===== src/hdl/lrqsh_pkg.sv =====
package lrqsh_pkg;

  localparam int DEF_QUEUE_DEPTH = 64;
  localparam int DEF_HANDLE_BITS = 16;

  localparam int MODE_W   = 2;
  localparam int HANDLE_W = 16;
  localparam int COUNT_W  = 7;
  localparam int KIND_W   = 3;

  localparam logic [MODE_W-1:0] MODE_PUSH  = 2'd0;
  localparam logic [MODE_W-1:0] MODE_POP   = 2'd1;
  localparam logic [MODE_W-1:0] MODE_STEAL = 2'd2;

  localparam logic [KIND_W-1:0] KIND_PUSHED  = 3'd0;
  localparam logic [KIND_W-1:0] KIND_EMPTY   = 3'd1;
  localparam logic [KIND_W-1:0] KIND_POPPED  = 3'd2;
  localparam logic [KIND_W-1:0] KIND_EVICTED = 3'd3;
  localparam logic [KIND_W-1:0] KIND_STOLEN  = 3'd4;

  typedef enum logic {
    ST_IDLE,
    ST_BURST
  } state_t;

  // One result word handed from the controller to the output register.
  typedef struct packed {
    logic                load;
    logic                from_mem;
    logic [KIND_W-1:0]   kind;
    logic [HANDLE_W-1:0] handle;
    logic [COUNT_W-1:0]  run;
    logic                last;
  } emit_t;

endpackage


===== src/hdl/lrqsh_cmd_if.sv =====
interface lrqsh_cmd_if;
  logic                           valid;
  logic                           ready;
  logic [lrqsh_pkg::MODE_W-1:0]   mode;
  logic [lrqsh_pkg::HANDLE_W-1:0] handle_in;
  logic [lrqsh_pkg::COUNT_W-1:0]  max_take;

  modport source (output valid, mode, handle_in, max_take, input ready);
  modport sink (input valid, mode, handle_in, max_take, output ready);
endinterface


===== src/hdl/lrqsh_res_if.sv =====
interface lrqsh_res_if;
  logic                           valid;
  logic                           ready;
  logic [lrqsh_pkg::KIND_W-1:0]   kind;
  logic [lrqsh_pkg::HANDLE_W-1:0] handle_out;
  logic [lrqsh_pkg::COUNT_W-1:0]  run_count;
  logic                           last;

  modport source (output valid, kind, handle_out, run_count, last, input ready);
  modport sink (input valid, kind, handle_out, run_count, last, output ready);
endinterface


===== src/hdl/lrqsh_ram.sv =====
module lrqsh_ram #(
  parameter int WIDTH = 16,
  parameter int DEPTH = 64
) (
  input  logic                     clk,
  input  logic                     wr_en,
  input  logic [$clog2(DEPTH)-1:0] wr_addr,
  input  logic [WIDTH-1:0]         wr_data,
  input  logic                     rd_en,
  input  logic [$clog2(DEPTH)-1:0] rd_addr,
  output logic [WIDTH-1:0]         rd_data
);

  logic [WIDTH-1:0] mem [DEPTH];

  always_ff @(posedge clk) begin
    if (wr_en) begin
      mem[wr_addr] <= wr_data;
    end
    if (rd_en) begin
      rd_data <= mem[rd_addr];
    end
  end

endmodule


===== src/hdl/lrqsh_ctrl.sv =====
module lrqsh_ctrl #(
  parameter int QUEUE_DEPTH = lrqsh_pkg::DEF_QUEUE_DEPTH,
  parameter int STORE_BITS  = lrqsh_pkg::DEF_HANDLE_BITS
) (
  input  logic                           clk,
  input  logic                           rst,
  lrqsh_cmd_if.sink                      cmd,
  input  logic                           out_free,
  output lrqsh_pkg::emit_t               emit,
  output logic                           wr_en,
  output logic [$clog2(QUEUE_DEPTH)-1:0] wr_addr,
  output logic [STORE_BITS-1:0]          wr_data,
  output logic                           rd_en,
  output logic [$clog2(QUEUE_DEPTH)-1:0] rd_addr
);

  localparam int PW = $clog2(QUEUE_DEPTH);
  localparam int CW = $clog2(QUEUE_DEPTH + 1);
  localparam int HALF = QUEUE_DEPTH / 2;
  localparam logic [lrqsh_pkg::HANDLE_W-1:0] HMASK =
    lrqsh_pkg::HANDLE_W'((64'd1 << STORE_BITS) - 64'd1);

  lrqsh_pkg::state_t state, state_next;
  logic [PW-1:0]                       head, head_next;
  logic [PW-1:0]                       tail, tail_next;
  logic [CW-1:0]                       cnt, cnt_next;
  logic [lrqsh_pkg::COUNT_W-1:0]       rem, rem_next;
  logic                                tail_item, tail_item_next;
  logic                                rd_valid, rd_valid_next;
  logic [lrqsh_pkg::KIND_W-1:0]        kind, kind_next;
  logic [lrqsh_pkg::HANDLE_W-1:0]      hold, hold_next;
  logic [lrqsh_pkg::COUNT_W-1:0]       run, run_next;

  logic [PW-1:0]                       head_inc;
  logic [PW-1:0]                       tail_inc;
  logic                                full;
  logic                                empty;
  logic [lrqsh_pkg::COUNT_W-1:0]       half_up;
  logic [lrqsh_pkg::COUNT_W-1:0]       steal_n;
  logic [lrqsh_pkg::HANDLE_W-1:0]      h_masked;

  assign head_inc  = (head == PW'(QUEUE_DEPTH - 1)) ? '0 : head + PW'(1);
  assign tail_inc  = (tail == PW'(QUEUE_DEPTH - 1)) ? '0 : tail + PW'(1);
  assign full      = (cnt == CW'(QUEUE_DEPTH));
  assign empty     = (cnt == '0);
  assign half_up   = (lrqsh_pkg::COUNT_W'(cnt) + lrqsh_pkg::COUNT_W'(1)) >> 1;
  assign steal_n   = (half_up > cmd.max_take) ? cmd.max_take : half_up;
  assign h_masked  = cmd.handle_in & HMASK;

  assign cmd.ready = (state == lrqsh_pkg::ST_IDLE);

  always_ff @(posedge clk) begin
    if (rst) begin
      state    <= lrqsh_pkg::ST_IDLE;
      head     <= '0;
      tail     <= '0;
      cnt      <= '0;
      rem      <= '0;
      rd_valid <= 1'b0;
    end else begin
      state    <= state_next;
      head     <= head_next;
      tail     <= tail_next;
      cnt      <= cnt_next;
      rem      <= rem_next;
      rd_valid <= rd_valid_next;
    end
  end

  always_ff @(posedge clk) begin
    tail_item <= tail_item_next;
    kind      <= kind_next;
    hold      <= hold_next;
    run       <= run_next;
  end

  always_comb begin
    logic                          op;
    logic [lrqsh_pkg::COUNT_W-1:0] n_rd;
    state_next     = state;
    head_next      = head;
    tail_next      = tail;
    cnt_next       = cnt;
    rem_next       = rem;
    rd_valid_next  = rd_valid;
    tail_item_next = tail_item;
    kind_next      = kind;
    hold_next      = hold;
    run_next       = run;
    wr_en          = 1'b0;
    wr_addr        = tail;
    wr_data        = h_masked[STORE_BITS-1:0];
    rd_en          = 1'b0;
    rd_addr        = head;
    emit           = '0;
    op             = 1'b0;
    n_rd           = '0;

    case (state)
      lrqsh_pkg::ST_IDLE: begin
        if (cmd.valid) begin
          op = 1'b1;
          case (cmd.mode)
            lrqsh_pkg::MODE_PUSH: begin
              if (!full) begin
                wr_en          = 1'b1;
                tail_next      = tail_inc;
                cnt_next       = cnt + CW'(1);
                kind_next      = lrqsh_pkg::KIND_PUSHED;
                hold_next      = '0;
                run_next       = 7'd1;
                tail_item_next = 1'b1;
              end else begin
                // Full ring: the oldest half goes out first, then the new
                // handle, which is never stored.
                n_rd           = lrqsh_pkg::COUNT_W'(HALF);
                kind_next      = lrqsh_pkg::KIND_EVICTED;
                hold_next      = h_masked;
                run_next       = lrqsh_pkg::COUNT_W'(HALF + 1);
                tail_item_next = 1'b1;
              end
            end
            lrqsh_pkg::MODE_POP: begin
              if (empty) begin
                kind_next      = lrqsh_pkg::KIND_EMPTY;
                hold_next      = '0;
                run_next       = 7'd1;
                tail_item_next = 1'b1;
              end else begin
                n_rd           = 7'd1;
                kind_next      = lrqsh_pkg::KIND_POPPED;
                run_next       = 7'd1;
                tail_item_next = 1'b0;
              end
            end
            lrqsh_pkg::MODE_STEAL: begin
              if (steal_n == '0) begin
                kind_next      = lrqsh_pkg::KIND_EMPTY;
                hold_next      = '0;
                run_next       = 7'd1;
                tail_item_next = 1'b1;
              end else begin
                n_rd           = steal_n;
                kind_next      = lrqsh_pkg::KIND_STOLEN;
                run_next       = steal_n;
                tail_item_next = 1'b0;
              end
            end
            default: begin
              op = 1'b0;
            end
          endcase

          if (op) begin
            rem_next = n_rd;
            if (n_rd != '0) begin
              rd_en         = 1'b1;
              rd_valid_next = 1'b1;
              state_next    = lrqsh_pkg::ST_BURST;
            end else if (out_free) begin
              // A single word with no memory read goes straight out.
              emit.load   = 1'b1;
              emit.kind   = kind_next;
              emit.handle = hold_next;
              emit.run    = run_next;
              emit.last   = 1'b1;
            end else begin
              state_next = lrqsh_pkg::ST_BURST;
            end
          end
        end
      end

      lrqsh_pkg::ST_BURST: begin
        if (rem != '0) begin
          if (rd_valid && out_free) begin
            emit.load     = 1'b1;
            emit.from_mem = 1'b1;
            emit.kind     = kind;
            emit.run      = run;
            emit.last     = (rem == 7'd1) && !tail_item;
            head_next     = head_inc;
            cnt_next      = cnt - CW'(1);
            rem_next      = rem - 7'd1;
            if (rem != 7'd1) begin
              rd_en   = 1'b1;
              rd_addr = head_inc;
            end else begin
              rd_valid_next = 1'b0;
              if (!tail_item) begin
                state_next = lrqsh_pkg::ST_IDLE;
              end
            end
          end
        end else if (out_free) begin
          emit.load   = 1'b1;
          emit.kind   = kind;
          emit.handle = hold;
          emit.run    = run;
          emit.last   = 1'b1;
          state_next  = lrqsh_pkg::ST_IDLE;
        end
      end

      default: begin
        state_next = lrqsh_pkg::ST_IDLE;
      end
    endcase
  end

`ifndef SYNTH
  a_cnt_bound: assert property (@(posedge clk) disable iff (rst)
    cnt <= CW'(QUEUE_DEPTH))
    else $error("occupancy above queue depth");

  a_no_rw_clash: assert property (@(posedge clk) disable iff (rst)
    !(wr_en && rd_en))
    else $error("read and write of the ring in one cycle");

  a_emit_free: assert property (@(posedge clk) disable iff (rst)
    emit.load |-> out_free)
    else $error("result word loaded into an occupied output register");

  a_burst_end: assert property (@(posedge clk) disable iff (rst)
    (state == lrqsh_pkg::ST_BURST && rem == '0) |-> tail_item)
    else $error("burst has no reads left and no final word");

  a_read_ready: assert property (@(posedge clk) disable iff (rst)
    rd_en |=> rd_valid)
    else $error("issued read not marked as pending");
`endif

endmodule


===== src/hdl/lrqsh_out.sv =====
module lrqsh_out #(
  parameter int STORE_BITS = lrqsh_pkg::DEF_HANDLE_BITS
) (
  input  logic                  clk,
  input  logic                  rst,
  input  lrqsh_pkg::emit_t      emit,
  input  logic [STORE_BITS-1:0] rd_data,
  output logic                  out_free,
  lrqsh_res_if.source           res
);

  logic                           valid;
  logic [lrqsh_pkg::KIND_W-1:0]   kind;
  logic [lrqsh_pkg::HANDLE_W-1:0] handle;
  logic [lrqsh_pkg::COUNT_W-1:0]  run;
  logic                           last;

  assign out_free = !valid || res.ready;

  always_ff @(posedge clk) begin
    if (rst) begin
      valid <= 1'b0;
    end else if (emit.load) begin
      valid <= 1'b1;
    end else if (res.ready) begin
      valid <= 1'b0;
    end
  end

  always_ff @(posedge clk) begin
    if (emit.load) begin
      kind   <= emit.kind;
      handle <= emit.from_mem ? lrqsh_pkg::HANDLE_W'(rd_data) : emit.handle;
      run    <= emit.run;
      last   <= emit.last;
    end
  end

  assign res.valid      = valid;
  assign res.kind       = kind;
  assign res.handle_out = handle;
  assign res.run_count  = run;
  assign res.last       = last;

endmodule


===== src/hdl/local_run_queue_steal_half.sv =====
// Channel  Dir  Payload                                  Transfer
// cmd      in   mode, handle_in, max_take                valid && ready
// res      out  kind, handle_out, run_count, last        valid && ready
//
// Push, failed pop and empty steal emit one word with no ring read; a pop that hits
// reads the ring. A burst of n words is read through the registered read port of the
// ring memory; an eviction adds one word for the new handle.
// cmd is held off while a burst is in progress; a stall on res freezes the burst.
// Synchronous reset empties the queue; no clearing pass is needed.
module local_run_queue_steal_half #(
  parameter int QUEUE_DEPTH = lrqsh_pkg::DEF_QUEUE_DEPTH,
  parameter int HANDLE_BITS = lrqsh_pkg::DEF_HANDLE_BITS
) (
  input logic          clk,
  input logic          rst,
  lrqsh_cmd_if.sink    cmd,
  lrqsh_res_if.source  res
);

  localparam int STORE_BITS = (HANDLE_BITS < lrqsh_pkg::HANDLE_W) ?
                              HANDLE_BITS : lrqsh_pkg::HANDLE_W;
  localparam int PW = $clog2(QUEUE_DEPTH);

  lrqsh_pkg::emit_t      emit;
  logic                  out_free;
  logic                  wr_en;
  logic [PW-1:0]         wr_addr;
  logic [STORE_BITS-1:0] wr_data;
  logic                  rd_en;
  logic [PW-1:0]         rd_addr;
  logic [STORE_BITS-1:0] rd_data;

  lrqsh_ctrl #(
    .QUEUE_DEPTH (QUEUE_DEPTH),
    .STORE_BITS  (STORE_BITS)
  ) u_ctrl (
    .clk      (clk),
    .rst      (rst),
    .cmd      (cmd),
    .out_free (out_free),
    .emit     (emit),
    .wr_en    (wr_en),
    .wr_addr  (wr_addr),
    .wr_data  (wr_data),
    .rd_en    (rd_en),
    .rd_addr  (rd_addr)
  );

  lrqsh_ram #(
    .WIDTH (STORE_BITS),
    .DEPTH (QUEUE_DEPTH)
  ) u_slots (
    .clk     (clk),
    .wr_en   (wr_en),
    .wr_addr (wr_addr),
    .wr_data (wr_data),
    .rd_en   (rd_en),
    .rd_addr (rd_addr),
    .rd_data (rd_data)
  );

  lrqsh_out #(
    .STORE_BITS (STORE_BITS)
  ) u_out (
    .clk      (clk),
    .rst      (rst),
    .emit     (emit),
    .rd_data  (rd_data),
    .out_free (out_free),
    .res      (res)
  );

endmodule

===== src/flat_wrapper.sv =====
// flat-port wrapper written by rule: the top's interface ports become plain ports
module local_run_queue_steal_half_flat 
#(
  parameter int QUEUE_DEPTH = lrqsh_pkg::DEF_QUEUE_DEPTH,
  parameter int HANDLE_BITS = lrqsh_pkg::DEF_HANDLE_BITS
)
  (clk, rst, cmd_valid, cmd_mode, cmd_handle_in, cmd_max_take, cmd_ready, res_valid, res_kind, res_handle_out, res_run_count, res_last, res_ready);
  lrqsh_cmd_if cmd_i ();
  lrqsh_res_if res_i ();
  input logic clk;
  input logic rst;
  input wire logic [$bits(cmd_i.valid)-1:0] cmd_valid;
  input wire logic [$bits(cmd_i.mode)-1:0] cmd_mode;
  input wire logic [$bits(cmd_i.handle_in)-1:0] cmd_handle_in;
  input wire logic [$bits(cmd_i.max_take)-1:0] cmd_max_take;
  output wire logic [$bits(cmd_i.ready)-1:0] cmd_ready;
  output wire logic [$bits(res_i.valid)-1:0] res_valid;
  output wire logic [$bits(res_i.kind)-1:0] res_kind;
  output wire logic [$bits(res_i.handle_out)-1:0] res_handle_out;
  output wire logic [$bits(res_i.run_count)-1:0] res_run_count;
  output wire logic [$bits(res_i.last)-1:0] res_last;
  input wire logic [$bits(res_i.ready)-1:0] res_ready;
  assign cmd_i.valid = cmd_valid;
  assign cmd_i.mode = cmd_mode;
  assign cmd_i.handle_in = cmd_handle_in;
  assign cmd_i.max_take = cmd_max_take;
  assign cmd_ready = cmd_i.ready;
  assign res_valid = res_i.valid;
  assign res_kind = res_i.kind;
  assign res_handle_out = res_i.handle_out;
  assign res_run_count = res_i.run_count;
  assign res_last = res_i.last;
  assign res_i.ready = res_ready;
  local_run_queue_steal_half #(.QUEUE_DEPTH(QUEUE_DEPTH), .HANDLE_BITS(HANDLE_BITS)) u_core (.clk(clk), .rst(rst), .cmd(cmd_i), .res(res_i));
endmodule

===== config.mk =====
export PLATFORM = sky130hd
export DESIGN_NAME = local_run_queue_steal_half_flat
export DESIGN_NICKNAME = d
export VERILOG_FILES = /design/src/hdl/lrqsh_pkg.sv /design/src/hdl/lrqsh_cmd_if.sv /design/src/hdl/lrqsh_res_if.sv /design/src/hdl/lrqsh_ram.sv /design/src/hdl/lrqsh_ctrl.sv /design/src/hdl/lrqsh_out.sv /design/src/hdl/local_run_queue_steal_half.sv /design/src/flat_wrapper.sv
export SDC_FILE = /design/constraint.sdc
export NUM_CORES = 1
export LEC_CHECK = 0
export BUFFER_PORTS_ARGS = -buffer_cell sky130_fd_sc_hd__buf_2
export CAP_MARGIN = 25
export CORE_ASPECT_RATIO = 1.2
export CORE_MARGIN = 2
export CORE_UTILIZATION = 45
export DETAILED_ROUTE_END_ITERATION = 8
export GPL_ROUTABILITY_DRIVEN = 0
export GPL_TIMING_DRIVEN = 0
export SLEW_MARGIN = 5
export SYNTH_ARGS = -nofsm -noshare
export SYNTH_HDL_FRONTEND = slang
export SYNTH_SLANG_ARGS = --single-unit
export TNS_END_PERCENT = 10

===== constraint.sdc =====
create_clock -name clk -period 9.1 [get_ports clk]
set_input_delay 0.91 -clock clk [delete_from_list [all_inputs] [get_ports clk]]
set_output_delay 0.91 -clock clk [all_outputs]
set_load 0.01 [all_outputs]

# ---- After elaboration in Yosys (flattened, before gate mapping)
# Memories as Yosys holds them, arrays and structs flattened. A register that Yosys moved wholly into a read port is not among the register bits.
# Cells that the tools add are included.
dict set report word_totals {
  mem_bits_ro 0
  inputBits 29
  mem_count 1
  mem_bits_rw 1024
  out_inout_bits 29
  register_bits 83
  latchBits 0
}
dict set report op_classes {
  reduce_logical 20
  n_div 0
  multipliers 0
  order_cmp 1
  muxes 92
  n_shift 0
  bitwise 2
  addsub 5
  eq_ne 15
}
# memory depth word_bits read_ports rd_clocked_by_memory_dff wr line
set mem_list {}
lappend mem_list {u_core.u_slots.mem 64 16 1 1 1 lrqsh_ram.sv:14} ;# logic [WIDTH-1:0] mem [DEPTH];
# operator count
set op_table {}
lappend op_table {{two-way mux 27 bit} 5}
lappend op_table {{two-way mux 7 bit} 14}
lappend op_table {{two-way mux 16 bit} 5}
lappend op_table {{case mux 27 bit (2 select lines)} 1}
lappend op_table {{two-way mux 6 bit} 8}
lappend op_table {{case mux 16 bit (3 select lines)} 1}
lappend op_table {{case mux 7 bit (3 select lines)} 2}
lappend op_table {{two-way mux 1 bit} 41}
lappend op_table {{case mux 7 bit (2 select lines)} 2}
lappend op_table {{two-way mux 8 bit} 2}
lappend op_table {{zero test 7 bit} 2}
lappend op_table {{nonzero test 7 bit} 2}
lappend op_table {{subtractor 7 x 1 -> 7 bit (second input constant)} 2}
lappend op_table {{adder 6 x 1 -> 6 bit (second input constant)} 2}
lappend op_table {{equality test 6 bit (second input constant)} 2}
lappend op_table {{!= test 2 x 1 -> 1 bit (second input constant)} 5}
lappend op_table {{case mux 3 bit (3 select lines)} 1}
lappend op_table {{case mux 1 bit (2 select lines)} 4}
lappend op_table {{AND reduction 4 bit} 2}
lappend op_table {{adder 7 x 1 -> 7 bit (second input constant)} 1}
lappend op_table {{equality test 7 x 1 -> 1 bit (second input constant)} 1}
lappend op_table {{equality test 7 bit (second input constant)} 1}
lappend op_table {{> comparator 6 x 7 -> 1 bit} 1}
lappend op_table {{!= test 7 x 1 -> 1 bit (second input constant)} 1}
lappend op_table {{19 further kinds} 27}

# ---- Depth between registers and ports, before layout
# Gate-level depths: netlist of the first run.
dict set report logic_depth {
  ltp_word 14
  ltp_mapped 14
  depth_no_buf 13
}

# ---- Cells and area by module
# Synthesis of the first run repeated with hierarchy kept, for this count alone.
dict set report hier_totals {
  cells_unflattened 2298
  hier_area_um2 44966.9
}
# mod area_per_inst_um2 seq_area_each_um2 n_inst cells_per_inst
set modules_own_cells {}
lappend modules_own_cells {lrqsh_ram 40236.1 31230.0 1 1835}
lappend modules_own_cells {lrqsh_ctrl 3636.0 1371.3 1 414}
lappend modules_own_cells {lrqsh_out 1094.8 830.8 1 49}

# ---- Worst setup path after synthesis of the first run
# OpenSTA, ideal clock, no wires.
dict set report synth_timing {
  path_type {reg2reg}
  start {register u_core.u_ctrl.cnt[1]}
  end {register u_core.u_out.handle (netlist bit u_core.u_out.res.handle_out[0]) (enable)}
  path_buffers 0
  t_arrival_ps 3900
  path_slack_ps 4816
  required_time_ps 8716
  stages_incl_launch_ff 13
  cell_sequence {dfxtp_1 -> ha_1 -> and4_1 -> nand2_1 -> xnor2_1 -> ha_1 -> nand2b_1 -> o22ai_1 -> o21bai_1 -> mux2_2 -> o41ai_1 -> nand4_1 -> nand2_1}
}
# element line
set synth_rtl {}
lappend synth_rtl {{start, declared} lrqsh_ctrl.sv:26} ;# logic [CW-1:0] cnt, cnt_next;
lappend synth_rtl {{start signal, assigned} lrqsh_ctrl.sv:64} ;# cnt <= cnt_next;
lappend synth_rtl {{end signal, assigned} lrqsh_out.sv:33} ;# handle <= emit.from_mem ? lrqsh_pkg::HANDLE_W'(rd_data) : emit.handle;
lappend synth_rtl {{end, declared} lrqsh_out.sv:14} ;# logic [lrqsh_pkg::HANDLE_W-1:0] handle;

# ---- Worst setup path in the final report of the first run
dict set report layout_timing {
  start {register u_core.u_ctrl.head[0]}
  end {register u_core.u_slots.rd_data[4], read port of u_core.u_slots.mem, data pin}
}
dict set report layout_between {
  elab_chain_cells 6
  elab_cells_between_ends 7
  cone_classes {add/sub (1); eq/ne (1); mux (5)}
}
# element line
set layout_lines {}
lappend layout_lines {{start, declared} lrqsh_ctrl.sv:24} ;# logic [PW-1:0] head, head_next;
lappend layout_lines {{start signal, assigned} lrqsh_ctrl.sv:62} ;# head <= head_next;
lappend layout_lines {{adder 6 x 1 -> 6 bit or equality test 6 bit (tied branches)} lrqsh_ctrl.sv:42} ;# assign head_inc = (head == PW'(QUEUE_DEPTH - 1)) ? '0 : head + PW'(1);
lappend layout_lines {{two-way mux 6 bit} lrqsh_ctrl.sv:42}
lappend layout_lines {{two-way mux 6 bit} lrqsh_ctrl.sv:185} ;# if (rem != 7'd1) begin
lappend layout_lines {{two-way mux 6 bit} lrqsh_ctrl.sv:176} ;# if (rd_valid && out_free) begin
lappend layout_lines {{two-way mux 6 bit} lrqsh_ctrl.sv:175} ;# if (rem != '0) begin
lappend layout_lines {{two-way mux 6 bit *} lrqsh_ctrl.sv:99} ;# case (state)
lappend layout_lines {{end, declared} lrqsh_ram.sv:11} ;# output logic [WIDTH-1:0] rd_data
# Every way passes the cells marked *; elsewhere a longest branch is shown, timed or not.
# A chain may end at the register's enable or synchronous reset.

==> results.txt, run 1 <==
* Maximum resistive drop on vdd: approximately 0.16 mV
* Post-CTS Hold Fix Bufs: 0
* Multiplexer fraction of the synthesized cell area: under 10%
- In the final timing run, aggregate negative setup slack is 0 ns.
- Share of total power in combinational logic: roughly 3.0%
* Number of flops mapped to enable cells by yosys: 1,094
- Net Sw Power: approximately 0.0022 W
- Count of pins over their slew limit: 0
- Across the whole layout, storage elements account for about 0.033 mm2.
* HPWL after detailed placement: 84.9 mm
- In the final routed layout, each cell accounts on average for 27.8 um.
- Root buf cell: clkbuf_16
- Worst path cell trace: ha_1, nand3_1, nor2_2, nor4_4, buf_6, nor2_2, buf_2, clkbuf_1, mux2_2, o2111ai_1, nor4bb_1, nand4_1
- The worst path in the final design needs a cycle of roughly 5.6 ns, including I/O delays and setup.
- XOR/XNOR share of the synthesized area: less than 1%
* Max Clk Rate: 180 MHz
* CTS max path bufs: 3
- Net switching is between 20% and 30% of the power.
- After clock tree synthesis, the repair step resized 0 gates.
- Cell family with most CP delay: simple AND/OR/NAND/NOR gates
- Flip-flop cell with the highest count after synthesis: edfxtp_1
- Critical Path Most Common Cell: nor2_2
* Post-placement cell area: roughly 0.049 mm2
- Routed WL: 125 mm
- The initialized floorplan defines ~130 standard-cell rows.
* Layout filler cell count: about 8k
- Post-CTS clock slew at the launch and capture registers of the worst setup and hold paths: roughly 0.070 ns
- Power share of the clock group: 43.2%
- The final count of hold timing violations is 0.
* Power consumption: around 0.011 W
- Total number of clock tree sinks: ~1.1k
* Final Cycle Share: between 60% and 70%
- Entering global routing, the biggest net connects 66 pins.
* Share of final-layout standard cells stronger than drive strength 1: about a fifth
* Slowest cell delay on critical path: between 1 and 1.5 ns
* Rel. slew slack: 8.75%
* All-layer global routing usage: a little under a quarter
- Drt first-iter violations: about 3.5k
- Antenna violations before repair: 5
- Vias per inst: just over 6
- Adder and majority cell fraction of the synthesized area: 0.438%
- I/O pin count: just under 60
* Synth warnings: 0
* Vias in the first global route: 27.3k
- After Yosys synthesis, and, or, nand and nor cells account for ~8.6% of the synthesized area.
- In the routed design, unresolved DRC markers number 0.
- Post-route cell area: approximately 0.053 mm2
- The count of buffers added on input and output ports is between 50 and 60.
- Count of TritonRoute iterations in the first routing pass: 5
* Post-Syn Instances: approximately 2.8k
* Crit-path slowest cell: nor4bb_1
* Data required, critical path: 9.43 ns
- The flow ran to the end, and the final reports show no timing, DRC or antenna violations.
- Count of state elements after synthesis: about 1.1k
- The critical path is of the reg -> reg type.
- The die covers 0.104 mm2.
- Relative to the synthesized area, the layout overhead comes to 15.3%.
* Number of buffers created by CTS: between 100 and 150
* Share of flip-flops with an asynchronous set or reset after synthesis: 0%
- Setup-failing EPs final: 0
- STA puts the critical path data arrival time at 5.88 ns.
* Final #Nets: 3,092
- Hold timing on the final database bottoms out at a slack of 0.472 ns.
- Counting every net in the synthesized netlist gives 2,841.
* Worst hold-check path type: in -> reg
- In this run the number of H-tree levels came out at 3.
- The number of different library cells used by synthesis comes to 73.
- Floorplan Core Area: 0.101 mm2
* Multi-input gate area in the final layout: 0.0115 mm2
* Category of the worst setup path capture point: flop
- Sequential fraction of design power: 53.8%
- The die is 353 um tall.
* Critical-path maximum fanout: 10
* Areal power density over the cells: between 200 and 250 mW/mm2
- Int Pwr: 0.00841 W
- Unrepaired setup endpoints after global routing: no
* Post-CTS setup buffer count: 0
- The clock arrives with about 0.032 ns of skew.
* GRT overflow: 0
* Clock tree from TritonCTS: yes
- The detail route stage leaves a number of antenna-violating nets equal to 0.
* Startpoint type of the worst setup path: flop
* Number of max-cap violations: 0
* Horizontal die dimension: a little under 300 um
- Summing every instance area after synthesis gives between 0.04 and 0.05 mm2.
- For the pin with the worst max-slew slack, the measured transition is ~1.4 ns.
- The initial utilization of the core area, before any placement, comes to between 40 and 50%.
- Buffers & Inverters on Critical Path: 3
* Vias after detailed routing: between 20k and 30k
- Dominant combinational cell family by area after synthesis: simple AND/OR/NAND/NOR gates
- A synthesized cell averages between 15 and 20 um2.
* Sequential share of the synthesized area: ~73%
- In this run the static leakage power is approximately 17 nW.
* Wire length of the first global-routing pass: 182 mm
- At the later pin of the worst-skew pair, clock insertion delay measures 0.71 ns.
- The synthesized netlist devotes ~8.4% of its cell area to compound gates.
[per-layer routing]
metal / global-route usage, % / routed length (um)
met2: 38.8 / 60200
met3: 3.25 / 8880
met1: 32.4 / 50800
met4: 10.2 / 5480
met5: 0 / 10
[sequential cells by signal, summed over array words and instances (netlist names), 3 cells and up]
| name | flops |
|---|---|
| u_core.u_ctrl.cnt | 7 |
| u_core.u_ctrl.head | 6 |
| u_core.u_ctrl.hold | 16 |
| u_core.u_ctrl.kind | 3 |
| u_core.u_ctrl.rem | 7 |
| u_core.u_ctrl.run | 7 |
| u_core.u_ctrl.wr_addr | 6 |
| u_core.u_out.res.handle_out | 16 |
| u_core.u_out.res.kind | 3 |
| u_core.u_out.res.run_count | 7 |
| u_core.u_slots.mem | 1024 |
| u_core.u_slots.rd_data | 16 |
[logic make-up after synthesis]
kind of cell	Yosys count
adder cells (fa/ha/maj)	16
AND/OR/NAND/NOR	711
multiplexers	155
XOR/XNOR	16
buffers and inverters	239
AO/OA/AOI/OAI	536
flip-flops	1123
[power groups by stage]
stage               Sequential [W]  Combinational, W  Clock [W]
detailed placement         0.00584          0.000313          0
CTS                        0.00573          0.000314    0.00465
floorplan                  0.00584          0.000113          0
global route               0.00573          0.000341    0.00485
global placement           0.00584          0.000281          0
finish                     0.00573          0.000317    0.00459
[path summary, 6_finish.rpt]
kind                          from                        end  slack [ns]  cells past startpoint
max          u_core.u_ctrl.head[0]  u_core.u_slots.rd_data[4]        3.55                     12
min reg2reg   u_core.u_ctrl.rem[6]       u_core.u_ctrl.rem[6]        0.52                      1
min                            rst       u_core.u_ctrl.rem[4]        0.47                      2
max reg2reg  u_core.u_ctrl.head[0]  u_core.u_slots.rd_data[4]        3.55                     12
[synthesized netlist by cell type (7+ instances only)]
cell type | number | area [um2]
a2111oi_0 | 15 | 131
buf_2 | 37 | 185
nor4_1 | 36 | 225
edfxtp_1 | 1094 | 32900
and3_1 | 150 | 938
or4_1 | 20 | 150
a21oi_1 | 60 | 300
and2_1 | 17 | 106
xor2_1 | 7 | 61.3
nor3b_1 | 32 | 240
a22oi_1 | 53 | 398
ha_1 | 16 | 200
a31oi_1 | 12 | 75.1
a22o_1 | 33 | 289
clkbuf_1 | 145 | 544
mux4_2 | 128 | 2880
o2111ai_1 | 15 | 131
a31o_2 | 49 | 429
mux2_2 | 21 | 236
dfxtp_1 | 29 | 581
nand2_1 | 95 | 357
nand2b_1 | 7 | 43.8
nor2_1 | 111 | 417
nor2b_1 | 49 | 307
xnor2_1 | 9 | 78.8
nor4bb_1 | 15 | 150
nand3_1 | 127 | 636
o21ai_0 | 83 | 415
inv_1 | 28 | 105
buf_1 | 20 | 75.1
nand4_1 | 21 | 131
a221oi_1 | 30 | 263
a211oi_1 | 145 | 1090
[area by class of cell]
type | instances | area share, %
clock buffers | 113 | 4.96
multi-input cells | 1434 | 21.8
well taps | 1365 | 3.24
diodes | 2 | 0.00949
repair buffers | 146 | 2.83
plain buffers | 211 | 1.69
flip-flops and latches | 1123 | 63.4
inverters | 28 | 0.199
clock inverters | 81 | 1.88
[per-stage QoR]
| stage | instances | setup slack, ns | utilization [%] |
|---|---|---|---|
| after floorplan | 2796 | 4.82 | - |
| after global placement | 4218 | 2.70 | 47.2 |
| after detailed placement | 4302 | 3.24 | 48.5 |
| after CTS | 4496 | 3.56 | 52.0 |
| after global routing | 4501 | 3.37 | 52.1 |
| final | 4503 | 3.55 | 52.1 |
[cell usage in the layout, fill, tap and decap left out, types with 20 or more instances in the layout]
master	synthesis	layout
a22o_1	33	33
a211oi_1	145	145
and3_1	150	150
inv_1	28	28
buf_2	37	91
edfxtp_1	1094	1094
nand4_1	21	21
or4_1	20	20
mux4_2	128	128
nor3b_1	32	32
o21ai_0	83	83
buf_1	20	26
clkbuf_1	145	155
a22oi_1	53	53
nand3_1	127	127
nor2b_1	49	49
buf_4	4	28
a31o_2	49	49
nor4_1	36	36
nor2_1	111	55
buf_8	0	43
a221oi_1	30	30
dfxtp_1	29	29
mux2_2	21	21
nor2_2	3	59
a21oi_1	60	60
clkinv_1	0	20
clkbuf_16	0	103
nand2_1	95	95
No activity file was read; power rests on OpenSTA's default activity.
==> inputs of run 2 (changes only) <==
--- a/config.mk
+++ b/config.mk
@@ -5,6 +5,7 @@
 export SDC_FILE = /design/constraint.sdc
 export NUM_CORES = 1
 export LEC_CHECK = 0
+export ABC_AREA = 1
 export BUFFER_PORTS_ARGS = -buffer_cell sky130_fd_sc_hd__buf_2
 export CAP_MARGIN = 25
 export CORE_ASPECT_RATIO = 1.2
==> constraint.sdc (replaced) <==
create_clock -name clk -period 5.6 [get_ports clk]
set_input_delay 0.56 -clock clk [delete_from_list [all_inputs] [get_ports clk]]
set_output_delay 0.56 -clock clk [all_outputs]
set_load 0.01 [all_outputs]
==> run 2 against run 1 <==
Sequential share of layout area is 4.5 points lower. Count of clock-buffer cells in the layout is 33 higher. Via count is 26% higher. Design area is 7.7% higher. Clock skew is 0.0013 ns higher. Cell count is 46% higher. Worst hold slack worse by 0.21 ns. Critical path type unchanged.
==> results.txt, run 2 <==
- The via count of the first global-routing pass is 32.8k (+20%).
- Remaining DRCs: 0 (unchanged)
* Setup-failing EPs final: 0 (unchanged)
- Flip-flop count of the largest register, all copies and words added: 1,024 (unchanged)
- Antenna Cells: 0 (-2)
- The internal power summed over all cells came to 0.0136 W (+61%).
- Setup TNS Final: 0 ns (unchanged)
- Share of total power in combinational logic: 3.7% (+0.7 points)
- The slew at the pin closest to its max-slew limit was 0.991 ns (-0.378 ns).
* All-layer global routing usage: 26.0% (+2.1 points)
- The final count of hold timing violations came to 0 (unchanged).
- The count of synthesis-stage warnings from yosys was 0 (unchanged).
- Max Clk Rate: 244 MHz (+36%)
- The violation count after the first detailed-routing iteration was 3,795 (+10%).
- Post-CTS clock slew at the launch and capture registers of the worst setup and hold paths: 0.06 ns (about the same)
- STA classifies the critical path endpoint as a flop.
- The data required time at the worst endpoint was 6.06 ns (-3.37 ns).
- The final design instance area without fill was 0.0568 mm2 (+7.7%).
* Vias per inst: 5.27 (-14%)
- Clock Latency Late Sink: 0.73 ns (+0.02 ns)
- Unrepaired setup endpoints after global routing: no
- Average cell area after synthesis: 10.3 um2 (-37%)
- Final #Nets: 5,130 (+66%)
* Share of flip-flops with an asynchronous set or reset after synthesis: 0% (unchanged)
- XOR/XNOR share of the synthesized area: 0.141% (-0.17 points)
- The maximum fanout along the worst path was 10 (unchanged).
* Die area: 0.113 mm2 (+8.8%)
- The total of hold buffers inserted after clock tree synthesis came to 0 (unchanged).
- The placed standard-cell area came to 0.0532 mm2 (+8.5%).
- u_core.u_slots.mem holds more flip-flops than any other register.
* Share of final-layout standard cells stronger than drive strength 1: 10.6% (-9.2 points)
* Root buf cell: clkbuf_16
- Counting stages on the worst path, the most repeated cell is nand3_1.
- The worst endpoint data arrival time came to 4.56 ns (-1.32 ns).
- Number of max-cap violations: 0 (unchanged)
- The synthesized-area fraction occupied by adder cells came to 0.402% (-0.036 points).
- The maximum number of pins on one net before global-route repair was 66 (unchanged).
* Flip-flop cell with the highest count after synthesis: edfxtp_1
- Power share of the clock group: 42.4% (-0.8 points)
- The compound-gate portion of the synthesized area is 1.31% (-7.1 points).
* Vias after detailed routing: 34.8k (+26%)
- The switching share of power was 21.5% (+0.63 points).
- The number of antenna violations at the first check in global routing came to 5 (unchanged).
- GRT overflow: 0 (unchanged)
- Min cycle time layout: 4.10 ns (-1.46 ns)
- Area contributors post-synth: edfxtp_1, nand3_1, nand2_1, inv_1, buf_2
- Net count after synthesis: 4,888 (+72%)
* Number of gates given a new drive strength after cts: 0 (unchanged)
* Floorplan Core Area: 0.110 mm2 (+8.3%)
- The reported net switching power was 0.00372 W (+67%).
* Multi-input gate area in the final layout: 0.0117 mm2 (+2.0%)
* Startpoint type of the worst setup path: flop
- The post-DP HPWL was 101 mm (+20%).
- The count of state elements after synthesis is 1,123 (unchanged).
- Slowest cell delay on critical path: 0.46 ns (-0.56 ns)
* Count of port buffers added during placement: 56 (-1.8%)
* Count of pins over their slew limit: 0 (unchanged)
- The cell count after synthesis is 4,843 (+73%).
* Wire length of the first global-routing pass: 215 mm (+18%)
- H-Tree Depth: 3 (unchanged)
- Most frequent cells after synthesis: edfxtp_1, nand2_1, nand3_1
- Multiplexer fraction of the synthesized cell area: 0% (-7.0 points)
* Worst hold-check path type: in -> reg
* Die height: 369 um (+4.3%)
* WL/cell: 22.3 um (-20%)
- Outcome: finished clean
- Post-CTS setup buffer count: 0 (unchanged)
- Number of nets still failing antenna checks after routing: 0 (unchanged)
* Sequential share of the synthesized area: 67.1% (-6.0 points)
* Number of flops mapped to enable cells by yosys: 1,094 (unchanged)
* Horizontal die dimension: 308 um (+4.3%)
- Post-synth top area share: 65.9% (-5.9 points)
- The sum of routed wire length over all layers came to 147 mm (+18%).
- The signal on the critical path passes through ha_1, nand3_1, nor2_2, nor2_1, nand3b_2, nand2_2, buf_2, buf_2, nand2_1, nand3_1, nand3_1, nand3_1, nand3_1, nand3_1, nand2_1.
- The area growth from synthesis to layout is 14.0%.
* Final Cycle Share: 73.2% (+12 points)
- Rel. slew slack: 33.9% (+25 points)
- The starting density of the core came to 45.4% (+0.25 points).
- The number of iterations in the first detailed-routing pass came to 6 (+1).
- Yosys top cell by area: edfxtp_1
* Num rows: 133 (+3.9%)
* Layout filler cell count: 9,632 (+19%)
* I/O pin count: 58 (unchanged)
- Leakage power: 23.6 nW (+40%)
- Areal power density over the cells: 304 mW/mm2 (+51%)
* Maximum resistive drop on vdd: 0.259 mV (+61%)
- Most common cell after layout, fill and taps aside: edfxtp_1
* Netlist area before placement: 0.0498 mm2 (+8.9%)
- Clock tree from TritonCTS: yes
* Most used standard cell by instance count after synthesis: edfxtp_1
- Area taken by flip-flops and latches: 0.0334 mm2 (unchanged)
- The deepest clock path buffer count is 3 (unchanged).
* Type of the worst setup path: reg -> reg
- The number of distinct library cell variants in the gate-level netlist after synthesis is 45 (-38%).
* Number of buffers created by CTS: 111 (+7.8%)
- Clock Skews: 0.0329 ns (+0.00133 ns)
* Crit-path slowest cell: dfxtp_1
- Commonest cells after routing, fill and taps aside: edfxtp_1, nand2_1, nand3_1, inv_1, buf_2
- The simple-gate area share of the yosys netlist is 21.4% (+13 points).
- The total number of clock tree sinks is 1,123 (unchanged).
- By area, the combinational part of the netlist is dominated by simple AND/OR/NAND/NOR gates.
* Sequential fraction of design power: 53.9% (about the same)
run 2: changes by cell type after synthesis, sizes merged, moves of 52 or more:
| cell | previous run | this run |
|---|---|---|
| nand3b | 4 | 82 |
| mux4 | 128 | 0 |
| a211oi | 145 | 4 |
| and3 | 150 | 0 |
| inv | 28 | 976 |
| nand3 | 128 | 1043 |
| clkbuf | 145 | 61 |
| a22oi | 53 | 1 |
| nand2 | 95 | 1095 |
| buf | 66 | 181 |
run 2: final timing paths:
check                         start  slack (ns)                        end  depth (start not counted)
max           u_core.u_ctrl.head[0]        1.50  u_core.u_slots.rd_data[9]                         15
min reg2reg  u_core.u_ctrl.rd_valid        0.47     u_core.u_ctrl.rd_valid                          2
max reg2reg   u_core.u_ctrl.head[0]        1.50  u_core.u_slots.rd_data[9]                         15
min                       cmd_valid        0.26       u_core.u_ctrl.rem[6]                          3
run 2: cell type report:
cell class	count	area share, %
Buffer	242	2.02
Tap cell	1417	3.12
Clock inverter	60	0.978
Sequential cell	1123	58.9
Timing Repair Buffer	129	2.69
Multi-Input combinational cell	2500	20.6
Clock buffer	146	5.23
Inverter	978	6.46
run 2: stage by stage:
stage / hold WS, ns / power [W] / utilization [%] / std cells / setup slack [ns]
2_1_floorplan: 0.437 / 0.00976 / - / 4843 / 1.75
3_3_place_gp: 0.453 / 0.0101 / 47.3 / 6316 / 0.624
3_5_place_dp: 0.456 / 0.0101 / 48.5 / 6388 / 1.35
4_1_cts: 0.205 / 0.0173 / 51.8 / 6594 / 1.36
5_1_grt: 0.257 / 0.0177 / 51.8 / 6595 / 1.25
6_report: 0.259 / 0.0173 / 51.8 / 6595 / 1.50
run 2: worst max-delay path, delay by kind of cell, from the launching register on:
| kind | cells | cell delay, ns |
|---|---|---|
| adders and majority gates | 1 | 0.23 |
| buffers and inverters | 2 | 0.79 |
| DFF | 1 | 0.46 |
| and+or+nand+nor | 12 | 2.32 |
run 2: cell families (layout without fill, tap and decap cells):
family	count (synthesis)	after routing
compound gates	116	116
flops	1123	1123
xor+xnor	8	8
fa+ha+maj	16	16
simple gates	2360	2360
buf+inv	1220	1555
run 2: per-layer routing:
metal	up-vias	global-route usage, %	part of all wire, %
met1	16653	32.9	39
met4	4	12.7	5.1
met3	291	4.07	7.7
li1	16383	-	-
met2	1451	43.5	48
met5	-	0	0.022
run 2: power by group through the flow:
stage               Combinational [W]  Sequential, W  Clock, W
finish                       0.000631        0.00932   0.00732
global route                 0.000679        0.00932   0.00773
CTS                          0.000622        0.00932   0.00741
detailed placement           0.000621        0.00950         0
global placement             0.000576        0.00950         0
floorplan                    0.000252        0.00951         0
